<file path="src/rtl/cau_pkg.sv">
// Shared types and constants of the complex arithmetic unit.
// No dependencies; used by every module of the block.
`default_nettype none
package cau_pkg;

  localparam int FIELD_W        = 32;
  localparam int OP_W           = 3;
  localparam int MAX_EW         = 32;
  localparam int MAX_FB         = 31;
  localparam int DATA_WIDTH_DEF = 32;
  localparam int FRAC_BITS_DEF  = 16;
  localparam int QUEUE_DEPTH    = 4;

  // request codes as seen on req_type
  typedef enum logic [OP_W-1:0] {
    OP_ADD = 3'd0,
    OP_SUB = 3'd1,
    OP_MUL = 3'd2,
    OP_DIV = 3'd3,
    OP_EQ  = 3'd4,
    OP_MOD = 3'd5
  } op_code_t;

  // work class decided by the front end
  typedef enum logic [2:0] {
    K_ADD, K_SUB, K_MUL, K_DIV, K_EQ, K_MOD, K_DZ, K_NOP
  } kind_t;

  typedef struct packed {
    kind_t              kind;
    logic               eq;
    logic [FIELD_W-1:0] a_re;
    logic [FIELD_W-1:0] a_im;
    logic [FIELD_W-1:0] b_re;
    logic [FIELD_W-1:0] b_im;
  } cau_item_t;

  typedef enum logic [2:0] {
    ST_IDLE, ST_PROD, ST_MFIN, ST_DSTART, ST_DIV, ST_SQRT, ST_DONE
  } back_state_t;

endpackage
`default_nettype wire

</file>
<file path="src/rtl/cau_front.sv">
// Front end: accepts request beats, classifies them, queues them.
// Depends on cau_pkg.
`default_nettype none
module cau_front import cau_pkg::*; #(
  parameter int EW = DATA_WIDTH_DEF
) (
  input  wire logic               clk,
  input  wire logic               rst,
  input  wire logic               push,
  output logic                    full,
  input  wire logic [OP_W-1:0]    req_type,
  input  wire logic [FIELD_W-1:0] a_re,
  input  wire logic [FIELD_W-1:0] a_im,
  input  wire logic [FIELD_W-1:0] b_re,
  input  wire logic [FIELD_W-1:0] b_im,
  output logic                    head_valid,
  output cau_item_t               head,
  input  wire logic               head_take
);

  localparam int PW = $clog2(QUEUE_DEPTH);
  localparam int CW = $clog2(QUEUE_DEPTH + 1);

  cau_item_t      entries [QUEUE_DEPTH];
  logic [PW-1:0]  wr_ptr, rd_ptr;
  logic [CW-1:0]  count;
  cau_item_t      item;
  logic           accept, take;

  assign full       = (count == CW'(QUEUE_DEPTH));
  assign head_valid = (count != '0);
  assign head       = entries[rd_ptr];
  assign accept     = push && !full;
  assign take       = head_take && head_valid;

  // classify: divide by a zero divisor needs no back-end work
  always_comb begin
    item.a_re = a_re;
    item.a_im = a_im;
    item.b_re = b_re;
    item.b_im = b_im;
    item.eq   = (a_re[EW-1:0] == b_re[EW-1:0]) && (a_im[EW-1:0] == b_im[EW-1:0]);
    case (req_type)
      OP_ADD: item.kind = K_ADD;
      OP_SUB: item.kind = K_SUB;
      OP_MUL: item.kind = K_MUL;
      OP_DIV: begin
        if ((b_re[EW-1:0] == '0) && (b_im[EW-1:0] == '0)) item.kind = K_DZ;
        else item.kind = K_DIV;
      end
      OP_EQ:  item.kind = K_EQ;
      OP_MOD: item.kind = K_MOD;
      default: item.kind = K_NOP;
    endcase
  end

  always_ff @(posedge clk) begin
    if (accept) entries[wr_ptr] <= item;
    if (rst) begin
      wr_ptr <= '0;
      rd_ptr <= '0;
      count  <= '0;
    end else begin
      if (accept) wr_ptr <= (wr_ptr == PW'(QUEUE_DEPTH - 1)) ? '0 : wr_ptr + 1'b1;
      if (take)   rd_ptr <= (rd_ptr == PW'(QUEUE_DEPTH - 1)) ? '0 : rd_ptr + 1'b1;
      case ({accept, take})
        2'b10:   count <= count + 1'b1;
        2'b01:   count <= count - 1'b1;
        default: count <= count;
      endcase
    end
  end

endmodule
`default_nettype wire

</file>
<file path="config.mk">
export PLATFORM = sky130hd
export DESIGN_NAME = cau_front
export DESIGN_NICKNAME = d
export VERILOG_FILES = /design/src/rtl/cau_pkg.sv /design/src/rtl/cau_front.sv
export SDC_FILE = /design/constraint.sdc
export NUM_CORES = 1
export LEC_CHECK = 0
export BUFFER_PORTS_ARGS = -buffer_cell sky130_fd_sc_hd__buf_2
export CAP_MARGIN = 5
export CORE_MARGIN = 3
export CORE_UTILIZATION = 30
export DETAILED_ROUTE_END_ITERATION = 16
export MAX_ROUTING_LAYER = met4
export PLACE_DENSITY = 0.59
export SYNTH_ARGS = -nofsm -noshare
export SYNTH_HDL_FRONTEND = slang
export SYNTH_SLANG_ARGS = --single-unit
</file>
<file path="constraint.sdc">
create_clock -name clk -period 13.9 [get_ports clk]
set_input_delay 2.78 -clock clk [delete_from_list [all_inputs] [get_ports clk]]
set_output_delay 2.78 -clock clk [all_outputs]
set_load 0.1 [all_outputs]
</file>
==> results of run 1 <==
how the worst max path moves through the flow:
stage	end	startpoint	slack, ns	cells after the start
2_1_floorplan	entries[0][0]	push	7.19	3
3_3_place_gp	entries[0][27]	push	7.88	5
3_5_place_dp	entries[0][29]	push	7.80	5
4_1_cts	head[27]	register	7.33	3
5_1_grt	head[95]	register	7.18	3
6_report	head[131]	register	7.52	3
layout make-up:
class	instances	area (sq um)	area share, %
multi-input combinational	278	4110	16.7
antenna	6	15.0	0.0608
inverter	8	30.0	0.122
sequential	537	16000	65.0
clock inverter	28	393	1.59
tap	864	1080	4.38
clock buffer	76	1580	6.41
timing repair buffer	280	1430	5.80
power by group:
group | internal (mW) | total, mW | switching, mW
logic | 0.385 | 1.92 | 1.54
registers | 1.94 | 2.02 | 0.0758
clock network | 0.981 | 1.60 | 0.617
total | 3.31 | 5.54 | 2.23
cell usage after synthesis, drive strengths merged, types with 4 or more instances:
| cell | n |
|---|---|
| mux4 | 132 |
| nor2 | 6 |
| nor4 | 31 |
| and2 | 4 |
| a21oi | 4 |
| clkbuf | 8 |
| nand2 | 4 |
| buf | 24 |
| inv | 8 |
| xor2 | 66 |
| ha | 6 |
| edfxtp | 528 |
| dfxtp | 9 |
| nand4 | 7 |
through the flow:
stage / area [sq um] / worst slack, ns / utilization [%]
2_1_floorplan: 20400 / 7.19 / -
3_3_place_gp: 22700 / 7.88 / 34.1
3_5_place_dp: 22700 / 7.80 / 34.1
4_1_cts: 24700 / 7.33 / 37.1
5_1_grt: 24700 / 7.18 / 37.1
6_report: 24700 / 7.52 / 37.1
metal layers:
metal	track usage (%)	share of wire, %	vias up
met4	5.05	2.8	0
met1	20.0	43	5229
met5	-	0	-
li1	-	-	4262
met2	23.8	49	266
met3	3.29	5.4	80
logic make-up (layout without fill, tap and decap cells):
kind of cell | after synthesis | after routing | share of synthesized area, %
AO/OA/AOI/OAI | 8 | 8 | 0.240
XOR/XNOR | 66 | 66 | 2.84
adder cells (fa/ha/maj) | 7 | 7 | 0.467
buffers and inverters | 40 | 392 | 1.16
flip-flops | 537 | 537 | 78.7
multiplexers | 134 | 134 | 14.7
other | 0 | 6 | 0
AND/OR/NAND/NOR | 63 | 63 | 1.90
sequential cells by signal (all words and copies together) (netlist names), named ones only:
register and flops:
entries 528, count 3, rd_ptr 2, wr_ptr 2
worst min-delay path, cell delays in order, from the launching register on:
cell and delay, ns:
dfxtp_1 0.31, nand2_1 0.05, a21oi_1 0.07
==> results_dict.tcl, run 1 <==
set metrics [dict create \
    status "finished, final reports clean" \
    cp.required_ns 11.12 \
    fill_cells 6127 \
    fin_worst_skew_ns 0.0147 \
    critPathArrivalTime_ns 3.60 \
    ir_worst_vdd_mv 0.179 \
    rsz0062_at_grt "no" \
    post-route-min-period_ns 6.38 \
    syn_avg_cell_area_sq_um 23.8 \
    start_util_pct 30.6 \
    ys_seq_elements 537 \
    htree_levels 2 \
    whs_path_depth 2 \
    grt_antenna_before_repair 8 \
    r2r-end "entries[0][87]" \
    critPathBufInv 2 \
    cts_root_buf "clkbuf_16" \
    rrSetupSlack_ns 10.32 \
    fp.dieW_um 267 \
    timing.fmax_ghz 0.157 \
    drv_cap 0 \
    min_from "rd_ptr[1]" \
    yosysTopAreaCellShare_pct 77.8 \
    end_kind "output port" \
    dp_cells 1967 \
    power_density_nw_per_um2 224 \
    hpwl_mm 34.9 \
    drt_wl_total_mm 52.8 \
    cpPeakStageDelay_ns 1.05 \
    hold_slack_ns 0.477 \
    ys.flop_type "edfxtp_1" \
    grt-ovfl-total 0 \
    synth.top_cells.by_area "edfxtp_1 78%, mux4_2 15%, xor2_1 2.8%, nor4_1 0.92%, dfxtp_1 0.88%" \
    avgRoutedWirePerCell_um 25.4 \
    gp_congestion 0.728 \
    portBuffers 268 \
    synth_cell_types 29 \
    finalCritPeriodShare_pct 45.9 \
    cts.clk_slew.worst_paths_ns 0.05 \
    first_pass_iters 7 \
    vias 9837 \
    grt_util_all_layers_pct 15.2 \
    hp-class "reg2reg" \
    stdcell_count 2077 \
    finalSetupViolations 0 \
    dieArea_sq_um 71100 \
    finalHoldViolCount 0 \
    setup_tns_ns 0 \
    crit_path_cell_trace "buf_4 -> mux4_2 -> buf_2" \
    fin_nets 1305 \
    power_leakage_nw 8.14 \
    cpMaxStageDelayCell "dfxtp_4" \
    ys_warn_count 0 \
    final_common_cell "edfxtp_1" \
    synthesis.nets 997 \
    slew_headroom_pct 25.7 \
    core_area_sq_um 66600 \
    async_flop_share_pct 0 \
    worst-r2r-cell-count 5 \
    layout_common_cells "528 x edfxtp_1, 268 x buf_2, 132 x mux4_2, 66 x xor2_1, 61 x clkbuf_16" \
    synth_edf_count 528 \
    ant_nets 0 \
    yosysSeqAreaShare_pct 78.7 \
    netlist_area_sq_um 20400 \
    cts_tree "yes" \
    grt_start_max_net_pins 70 \
    cts_setup_buffers 0 \
    cts_resized 0 \
    io_pins 269 \
    grt_pass1_wl_mm 74.9 \
    rows 94 \
    cts_made_buffers 58 \
    drt-initial-drc-count 776 \
    crit_family "buffers and inverters" \
    yosysTopAreaCell "edfxtp_1" \
    power_mw 5.54 \
    viasPerCell 4.74 \
    tightest_slew_ns 1.11 \
    drc 0 \
    hold_buffers 0 \
    slew_violations 0 \
    timing_worst_setup_path_type "reg2out" \
    start_kind "register" \
    clkSinkCount 537 \
    areaGrowthSynthToFinish_pct 21.2 \
    syn_inst 855 \
    reg2reg_from "count[0]" \
    drive_above_1_share_pct 41.8 \
    die_y_um 267 \
    grt_pass1_vias 10300 \
    cts_buffer_depth 3 \
    clk_latency_ns 0.60 \
    cp_max_fo 49 \
]
(Power assumes the default switching activity.)
==> run 2, diff against run 1 <==
--- a/config.mk
+++ b/config.mk
@@ -5,6 +5,7 @@
 export SDC_FILE = /design/constraint.sdc
 export NUM_CORES = 1
 export LEC_CHECK = 0
+export ABC_AREA = 1
 export BUFFER_PORTS_ARGS = -buffer_cell sky130_fd_sc_hd__buf_2
 export CAP_MARGIN = 5
 export CORE_MARGIN = 3
==> constraint.sdc (replaced) <==
create_clock -name clk -period 6.2 [get_ports clk]
set_input_delay 1.24 -clock clk [delete_from_list [all_inputs] [get_ports clk]]
set_output_delay 1.24 -clock clk [all_outputs]
set_load 0.1 [all_outputs]
==> run 2 against run 1 <==
Against the previous run: flip-flop and latch count unchanged; hold slack worse by 0.0089 ns; via count up 39%; highest routed layer unchanged; global-route usage down 0.43 points; clock skew down 0.0023 ns.
==> results_dict.tcl, run 2 <==
set metrics [dict create \
    areaGrowthSynthToFinish_pct 19.3 \
    die_y_um 272 \
    timing_worst_setup_path_type "reg2out" \
    power_density_nw_per_um2 521 \
    largest-register "entries" \
    io_pins 269 \
    hpwl_mm 30.7 \
    synth_edf_count 528 \
    layout_common_cells "528 x edfxtp_1, 323 x nor2_1, 268 x buf_2, 137 x o21ai_0, 133 x nand2_1" \
    cts_setup_buffers 0 \
    yosysSeqAreaShare_pct 75.5 \
    gp_congestion 0.779 \
    viasPerCell 4.79 \
    setup_tns_ns 0 \
    tightest_slew_ns 1.18 \
    ys_warn_count 0 \
    cts_made_buffers 59 \
    slew_violations 0 \
    grt_pass1_wl_mm 82.5 \
    cts_root_buf "clkbuf_16" \
    fill_cells 6745 \
    synth_common_cells "528 x edfxtp_1, 327 x nor2_1, 137 x o21ai_0" \
    drv_cap 0 \
    rrSetupSlack_ns 3.84 \
    portBuffers 268 \
    synth_top_family_by_area "compound AO/OA/AOI/OAI gates" \
    avgRoutedWirePerCell_um 19.1 \
    ys_seq_elements 537 \
    drt-initial-drc-count 909 \
    hold_buffers 0 \
    cts_resized 0 \
    vias 13700 \
    yosysTopAreaCell "edfxtp_1" \
    synth-compound-area-share_pct 10.4 \
    syn_inst 1615 \
    clk_latency_ns 0.60 \
    fin_worst_skew_ns 0.0124 \
    top_regs "entries x528, count x3" \
    largest_reg_flops 528 \
    grt_util_all_layers_pct 14.8 \
    cts.clk_slew.worst_paths_ns 0.06 \
    status "finished, final reports clean" \
    finalCritPeriodShare_pct 76.0 \
    cp.required_ns 4.96 \
    drt_wl_total_mm 54.5 \
    synth_simple_gate_area_share_pct 8.45 \
    finalHoldViolCount 0 \
    cpPeakStageDelay_ns 0.65 \
    syn_avg_cell_area_sq_um 13.2 \
    rows 96 \
    fp.dieW_um 272 \
    rsz0062_at_grt "no" \
    grt_pass1_vias 13900 \
    first_pass_iters 5 \
    cpMaxStageDelayCell "inv_8" \
    grt_start_max_net_pins 155 \
    drc 0 \
    netlist_area_sq_um 21200 \
    post-route-min-period_ns 4.71 \
    yosys.area_share.adder_pct 0.448 \
    timing.fmax_ghz 0.212 \
    grt-ovfl-total 0 \
    final_common_cell "edfxtp_1" \
    cts_buffer_depth 3 \
    synth.top_cells.by_area "edfxtp_1 75%, nor2_1 5.8%, o22ai_1 3.9%, o21ai_0 3.2%, o21ai_1 3.0%" \
    design_area_sq_um 25400 \
    async_flop_share_pct 0 \
    htree_levels 2 \
    yosys-mux-area-fraction_pct 0 \
    start_util_pct 30.6 \
    synth_xor_area_share_pct 1.69 \
    start_kind "register" \
    synth_cell_types 22 \
    yosysTopAreaCellShare_pct 74.6 \
    slew_headroom_pct 21.1 \
    crit_path_cell_trace "inv_8 -> buf_4 -> o21ai_1 -> o22ai_1 -> buf_2" \
    end_kind "output port" \
    fin_nets 2010 \
    placedInstanceArea_sq_um 23500 \
    drive_above_1_share_pct 19.4 \
    ir_worst_vdd_mv 0.376 \
    cts_tree "yes" \
    ant_nets 0 \
    synthesis.nets 1757 \
    synth.most_common_cell "edfxtp_1" \
    cp_max_fo 154 \
    core_area_sq_um 69400 \
    clkSinkCount 537 \
    power_leakage_nw 8.91 \
    critPathArrivalTime_ns 3.47 \
    grt_antenna_before_repair 4 \
    dieArea_sq_um 74000 \
    ys.flop_type "edfxtp_1" \
    finalSetupViolations 0 \
    hp-class "reg2reg" \
]
[run 2: cell count changes in the layout (fill, tap and decap cells not counted), sizes merged, moves of 66 or more]
cell / previous run / this run
mux4: 132 / 0
o22ai: 0 / 132
nand2: 4 / 133
nor2: 6 / 327
xor2: 66 / 0
o21ai: 1 / 265
[run 2: cells by family after synthesis]
family          Yosys count
fa+ha+maj                 7
flops                   537
xor+xnor                 41
simple gates            472
buf+inv                 151
compound gates          407
[run 2: power by group]
part	switching (mW)	total (mW)	internal, mW
registers	0.123	4.49	4.37
logic	4.58	5.33	0.747
clock network	1.39	3.39	2.00
[run 2: worst paths after layout]
path,from,to,depth (start not counted)
max,register,head[115],5
min,count[0],count[0],2
max reg2reg,count[0],entries[1][5],5
min reg2reg,count[0],count[0],2
[run 2: routing by layer]
metal | global-route usage (%) | vias up | share of wire [%]
met5 | - | - | 0
met3 | 2.70 | 94 | 5.6
met4 | 4.19 | 0 | 2.3
li1 | - | 6396 | -
met2 | 25.3 | 370 | 50
met1 | 18.0 | 6794 | 42
[run 2: stage by stage]
step / utilization, % / hold WS [ns] / instances / worst slack, ns / power (mW)
after floorplan: - / 0.438 / 1615 / -1.34 / 8.99
after global placement: 33.8 / 0.452 / 2738 / 2.22 / 9.90
after detailed placement: 33.8 / 0.463 / 2738 / 2.16 / 9.94
after CTS: 36.5 / 0.472 / 2849 / 1.47 / 13.4
after global routing: 36.5 / 0.493 / 2853 / 1.25 / 13.7
final: 36.5 / 0.468 / 2853 / 1.49 / 13.2
[run 2: final cells by class]
type	count	area [sq um]	area share (%)
repair buffers	279	1510	5.96
clock buffers	75	1540	6.06
multi-input cells	927	4490	17.7
clock inverters	36	344	1.36
flip-flops and latches	537	16000	63.3
inverters	64	250	0.987
diodes	4	10.0	0.0395
well taps	931	1160	4.60
[run 2: critical path, delay by kind of cell (launching register included)]
family | cells | cell delay (ns)
flops | 1 | 0.58
buf+inv | 3 | 1.64
compound gates | 2 | 0.28
